===== src/hdl/pcbs_pkg.sv =====
`timescale 1ns / 1ps

package pcbs_pkg;

    // Storage depth of the background memory and the widths that follow from it.
    localparam int MAX_POINTS = 262144;
    localparam int ADDR_W     = $clog2(MAX_POINTS);
    localparam int CNT_W      = ADDR_W + 1;

    // Fixed field widths.
    localparam int COORD_W  = 16;
    localparam int COLOUR_W = 24;
    localparam int INDEX_W  = 20;
    localparam int THR_W    = 16;
    localparam int SIDE_W   = 11;
    localparam int T2_W     = 2 * THR_W;
    localparam int BG_W     = 3 * COORD_W + 1;

    localparam int SIDE_MAX = 1024;

    // Configuration port.
    localparam int CFG_IDX_W  = 2;
    localparam int CFG_DATA_W = 16;

    localparam logic [THR_W-1:0]  THR_RESET    = THR_W'(600);
    localparam logic [SIDE_W-1:0] WIDTH_RESET  = SIDE_W'(640);
    localparam logic [SIDE_W-1:0] HEIGHT_RESET = SIDE_W'(360);

    typedef enum logic [CFG_IDX_W-1:0] {
        REG_THRESHOLD = 2'd0,
        REG_WIDTH     = 2'd1,
        REG_HEIGHT    = 2'd2
    } t_pcbs_reg;

    // Control word that moves along the pipeline. In the read stage the flag
    // means "compare against the background"; after the distance test it
    // means "foreground point, emit it".
    typedef struct packed {
        logic valid;
        logic flag;
    } t_pcbs_ctl;

    function automatic logic [SIDE_W-1:0] clamp_side(input logic [SIDE_W-1:0] v);
        logic [SIDE_W-1:0] r;
        if (v == '0) begin
            r = SIDE_W'(1);
        end else if (v > SIDE_W'(SIDE_MAX)) begin
            r = SIDE_W'(SIDE_MAX);
        end else begin
            r = v;
        end
        return r;
    endfunction

endpackage


===== src/hdl/pcbs_dist.sv =====
`timescale 1ns / 1ps

module pcbs_dist (
    input  logic                                 i_clk,
    input  logic                                 i_rst_n,
    input  logic                                 i_en,
    input  pcbs_pkg::t_pcbs_ctl                  i_ctl,
    input  logic signed [pcbs_pkg::COORD_W-1:0]  i_cur_x,
    input  logic signed [pcbs_pkg::COORD_W-1:0]  i_cur_y,
    input  logic signed [pcbs_pkg::COORD_W-1:0]  i_cur_z,
    input  logic [pcbs_pkg::BG_W-1:0]            i_bg,
    input  logic [pcbs_pkg::T2_W-1:0]            i_t2,
    output pcbs_pkg::t_pcbs_ctl                  o_ctl
);
    import pcbs_pkg::*;

    localparam int DIFF_W = COORD_W + 1;
    localparam int SQ_W   = 2 * COORD_W;
    localparam int SUM_W  = SQ_W + 2;

    logic signed [DIFF_W-1:0] dx, dy, dz;
    logic [DIFF_W-1:0]        ax, ay, az;
    logic [SQ_W-1:0]          sq_x, sq_y, sq_z;
    logic [SUM_W-1:0]         sum;

    t_pcbs_ctl       r_ctl;
    logic [SQ_W-1:0] r_sq_x, r_sq_y, r_sq_z;

    // Differences need one extra bit; their magnitude always fits in 16 bits.
    always_comb begin
        dx = {i_cur_x[COORD_W-1], i_cur_x}
           - {i_bg[COORD_W-1], i_bg[COORD_W-1:0]};
        dy = {i_cur_y[COORD_W-1], i_cur_y}
           - {i_bg[2*COORD_W-1], i_bg[2*COORD_W-1:COORD_W]};
        dz = {i_cur_z[COORD_W-1], i_cur_z}
           - {i_bg[3*COORD_W-1], i_bg[3*COORD_W-1:2*COORD_W]};
        ax = dx[DIFF_W-1] ? DIFF_W'(-dx) : DIFF_W'(dx);
        ay = dy[DIFF_W-1] ? DIFF_W'(-dy) : DIFF_W'(dy);
        az = dz[DIFF_W-1] ? DIFF_W'(-dz) : DIFF_W'(dz);
        sq_x = SQ_W'(ax[COORD_W-1:0]) * SQ_W'(ax[COORD_W-1:0]);
        sq_y = SQ_W'(ay[COORD_W-1:0]) * SQ_W'(ay[COORD_W-1:0]);
        sq_z = SQ_W'(az[COORD_W-1:0]) * SQ_W'(az[COORD_W-1:0]);
    end

    always_ff @(posedge i_clk) begin
        if (!i_rst_n) begin
            r_ctl <= '0;
        end else if (i_en) begin
            r_ctl.valid <= i_ctl.valid;
            r_ctl.flag  <= i_ctl.flag && i_bg[3*COORD_W];
        end
    end

    always_ff @(posedge i_clk) begin
        if (i_en) begin
            r_sq_x <= sq_x;
            r_sq_y <= sq_y;
            r_sq_z <= sq_z;
        end
    end

    assign sum = SUM_W'(r_sq_x) + SUM_W'(r_sq_y) + SUM_W'(r_sq_z);

    always_comb begin
        o_ctl.valid = r_ctl.valid;
        o_ctl.flag  = r_ctl.flag && (sum > SUM_W'(i_t2));
    end

endmodule


===== config.mk =====
export PLATFORM = sky130hd
export DESIGN_NAME = pcbs_dist
export DESIGN_NICKNAME = d
export VERILOG_FILES = /design/src/hdl/pcbs_pkg.sv /design/src/hdl/pcbs_dist.sv
export SDC_FILE = /design/constraint.sdc
export NUM_CORES = 2
export LEC_CHECK = 0
export BUFFER_PORTS_ARGS = -buffer_cell sky130_fd_sc_hd__buf_2
export CAP_MARGIN = 30
export CORE_MARGIN = 2
export CORE_UTILIZATION = 45
export DETAILED_ROUTE_END_ITERATION = 16
export GPL_TIMING_DRIVEN = 0
export PLACE_DENSITY = 0.59
export SYNTH_ARGS = -nofsm -noshare
export SYNTH_HDL_FRONTEND = slang
export SYNTH_SLANG_ARGS = --single-unit

===== constraint.sdc =====
create_clock -name i_clk -period 20.1 [get_ports i_clk]
set_input_delay 4.02 -clock i_clk [delete_from_list [all_inputs] [get_ports i_clk]]
set_output_delay 4.02 -clock i_clk [all_outputs]
set_load 0.005 [all_outputs]

==> metrics <==
synth warn 0; r2r startpoint o_ctl[1]; M2 GR Usage 34.0%; relative max-transition margin 26.8%; Crit. End Element register; largest net degree at the start of global routing 63; worst path buffer plus inverter count 9; Min-Delay Path Class register to register; CTS tree done; ratio of cells with drive above 1 in the final layout 7.91%; input/output buffers between 100 and 150; Mapped Area 30500 sq um; GR Util All Layers 20.7%; area added between synthesis and finish 7.05%; worst r2r path cells 2; met3 global-route usage 2.03%; WHS Path Cells 2; Critical R2R Capture o_ctl[1]; Crit Path Class primary input to register; status completed; first-pass GRT wire length 116000 um; Final nets between 4000 and 5000; # DRC 0; initial core utilization 45.4%; startpoint types primary input; total of max-cap violations 0; multi-input logic area 24300 sq um; CTS max path bufs 2; die height between 200 and 300 um; Synth Register Bits 95; CTS Buf Count 9; DP HPWL 60600 um; die width approximately 260 um; drt total wl 68400 um; Setup Skew 0 ns; CP dominant cell by count fa_1; boundary pin count 136; Yosys cell types about 110; Setup-failing EPs final 0; # H-tree levels 3; clock-pin slew on the worst setup and hold paths 0.07 ns; Post-synth top flop edfxtp_1; Die Area roughly 70000 sq um; Largest stage delay, worst path 0.60 ns; Vias 22358; clock sink count 95; num rows 95; FMAX 71.8 MHz; vias per cell 5.08; Avg Cell Area, Syn 9.07 sq um; slowest CP cell xnor2_2; Min Clock Period, post-route 13.93 ns; asr flop ratio synth 0%; Register Area 2830 sq um; initial antenna violation count 3; Synth Instances approximately 3400; Detailed Routing Iterations Pass 1 7; Post-DRT Antenna Nets 0; FF-to-FF setup slack slightly below 20 ns; final hold viol count 0; CTS root buf clkbuf_16; Final period util 69.3%; Worst Tran Pin Value 1.09 ns; DR WL/cell 15.6 um; Initial DRC Count about 1200; FILL cells 6516; busiest grt layer met2; number of synthesized flops with an enable pin 93; # resized after CTS 0; kind of cell adding the most delay to the critical path adder cells; GR Layer Usage met1 29.8%; Hold EP r_ctl[0]; Post-CTS Setup Inserts 0; number of global-route vias before repair around 23000; min-delay src r_ctl[0]; unrepaired setup endpoints after global routing no; Worst EP required approximately 20 ns; Crit Path Max Fanout 10; arrival time at the worst endpoint 14.03 ns; gpl congestion 0.869; total negative setup slack 0 ns; register area share after synthesis 9.28%; hold_buf cts 0; clk_lat worst skew 0.35 ns; Core ar. 67200 sq um; total grt overflow 0; max-slew violations 0
through the flow:
step	std cells	utilization (%)	instance area, sq um	setup slack (ns)	hold WS [ns]
2_1_floorplan	3367	-	30500	7.62	0.454
3_3_place_gp	4375	48.1	32300	5.37	0.497
3_5_place_dp	4382	48.2	32400	5.86	0.501
4_1_cts	4398	48.6	32700	6.22	0.513
5_1_grt	4399	48.6	32700	5.57	0.554
6_report	4399	48.6	32700	6.17	0.513
cells by family after synthesis:
| group | synth area share (%) |
|---|---|
| XOR/XNOR | 5.89 |
| buffers and inverters | 11.2 |
| flip-flops | 9.28 |
| adder cells (fa/ha/maj) | 50.7 |
| multiplexers | 0.275 |
| other | 0.0246 |
| AO/OA/AOI/OAI | 10.9 |
| AND/OR/NAND/NOR | 11.7 |
layer usage:
| metal | wire, um | vias to the layer above |
|---|---|---|
| met2 | 31700 | 435 |
| met1 | 32400 | 10959 |
| met3 | 3070 | 59 |
| met4 | 1240 | 2 |
| met5 | 11 | - |
| li1 | - | 10903 |
layout by cell type (no fill, tap or decap), types with 6 or more instances in the layout:
| cell | n |
|---|---|
| fa_1 | 523 |
| o211ai_1 | 12 |
| nand4_1 | 9 |
| a21oi_1 | 138 |
| nand3_1 | 38 |
| o31a_1 | 9 |
| clkbuf_16 | 9 |
| xnor2_1 | 125 |
| a211oi_1 | 12 |
| and2_1 | 19 |
| nor2b_1 | 25 |
| a21o_1 | 84 |
| and3_1 | 27 |
| nor2_1 | 281 |
| o21a_1 | 28 |
| nor3_1 | 28 |
| a21boi_0 | 6 |
| buf_4 | 11 |
| o21bai_1 | 15 |
| ha_1 | 399 |
| a31oi_1 | 17 |
| o21ai_0 | 66 |
| clkbuf_1 | 24 |
| buf_2 | 146 |
| edfxtp_1 | 93 |
| inv_1 | 825 |
| nand2b_1 | 44 |
| o21ai_1 | 12 |
| nand2_1 | 237 |
| xor2_1 | 53 |
| xnor2_2 | 8 |
| or3_1 | 12 |
| inv_2 | 21 |
state kept, by name, indices dropped and copies added, names as in the netlist:
register and count:
r_ctl 1, r_sq_x 31, o_ctl 1, r_sq_y 31, r_sq_z 31
Yosys cell counts (6+ instances only):
| cell type | instances | share of area, % |
|---|---|---|
| nor2_1 | 281 | 3.5 |
| o211ai_1 | 12 | 0.30 |
| and2_1 | 19 | 0.39 |
| a21oi_1 | 138 | 2.3 |
| edfxtp_1 | 93 | 9.2 |
| nand2b_1 | 44 | 0.90 |
| o21bai_1 | 15 | 0.37 |
| o21ai_1 | 12 | 0.20 |
| inv_2 | 21 | 0.26 |
| a21o_1 | 84 | 2.1 |
| xnor2_2 | 8 | 0.43 |
| o31a_1 | 9 | 0.26 |
| buf_2 | 11 | 0.18 |
| a21boi_0 | 6 | 0.15 |
| fa_1 | 523 | 34 |
| a31oi_1 | 17 | 0.35 |
| o21ai_0 | 66 | 1.1 |
| nand2_1 | 237 | 2.9 |
| nand4_1 | 9 | 0.18 |
| xnor2_1 | 125 | 3.6 |
| o21a_1 | 28 | 0.69 |
| xor2_1 | 53 | 1.5 |
| clkbuf_1 | 24 | 0.30 |
| nand3_1 | 38 | 0.62 |
| ha_1 | 399 | 16 |
| a211oi_1 | 12 | 0.30 |
| and3_1 | 27 | 0.55 |
| inv_1 | 825 | 10 |
| nor3_1 | 28 | 0.46 |
| or3_1 | 12 | 0.25 |
| nor2b_1 | 25 | 0.51 |
worst reg2reg max path, cell delays in order, from the launching register on:
cell and delay (ns):
dfxtp_1 0.41, mux2i_1 0.10, nor2b_1 0.11
worst max-delay path by stage:
stage / start / endpoint / cells past startpoint
5_1_grt: i_cur_x[0] / r_sq_x[31] / 38
3_3_place_gp: i_cur_x[0] / r_sq_x[29] / 38
4_1_cts: i_cur_y[0] / r_sq_y[30] / 38
6_report: i_cur_y[0] / r_sq_y[30] / 38
2_1_floorplan: i_cur_y[0] / r_sq_y[30] / 37
3_5_place_dp: i_cur_y[0] / r_sq_y[30] / 38
cell type report:
type | count | share of cell area [%]
Inverter | 852 | 9.79
Buffer | 45 | 0.689
Timing Repair Buffer | 142 | 2.29
Clock inverter | 7 | 0.245
Sequential cell | 95 | 8.67
Tap cell | 873 | 3.34
Antenna cell | 1 | 0.00766
Multi-Input combinational cell | 2375 | 74.3
Clock buffer | 9 | 0.689
Power is not shown: default switching activity piles up to over one toggle a cycle in this logic, so the estimate is an artifact.
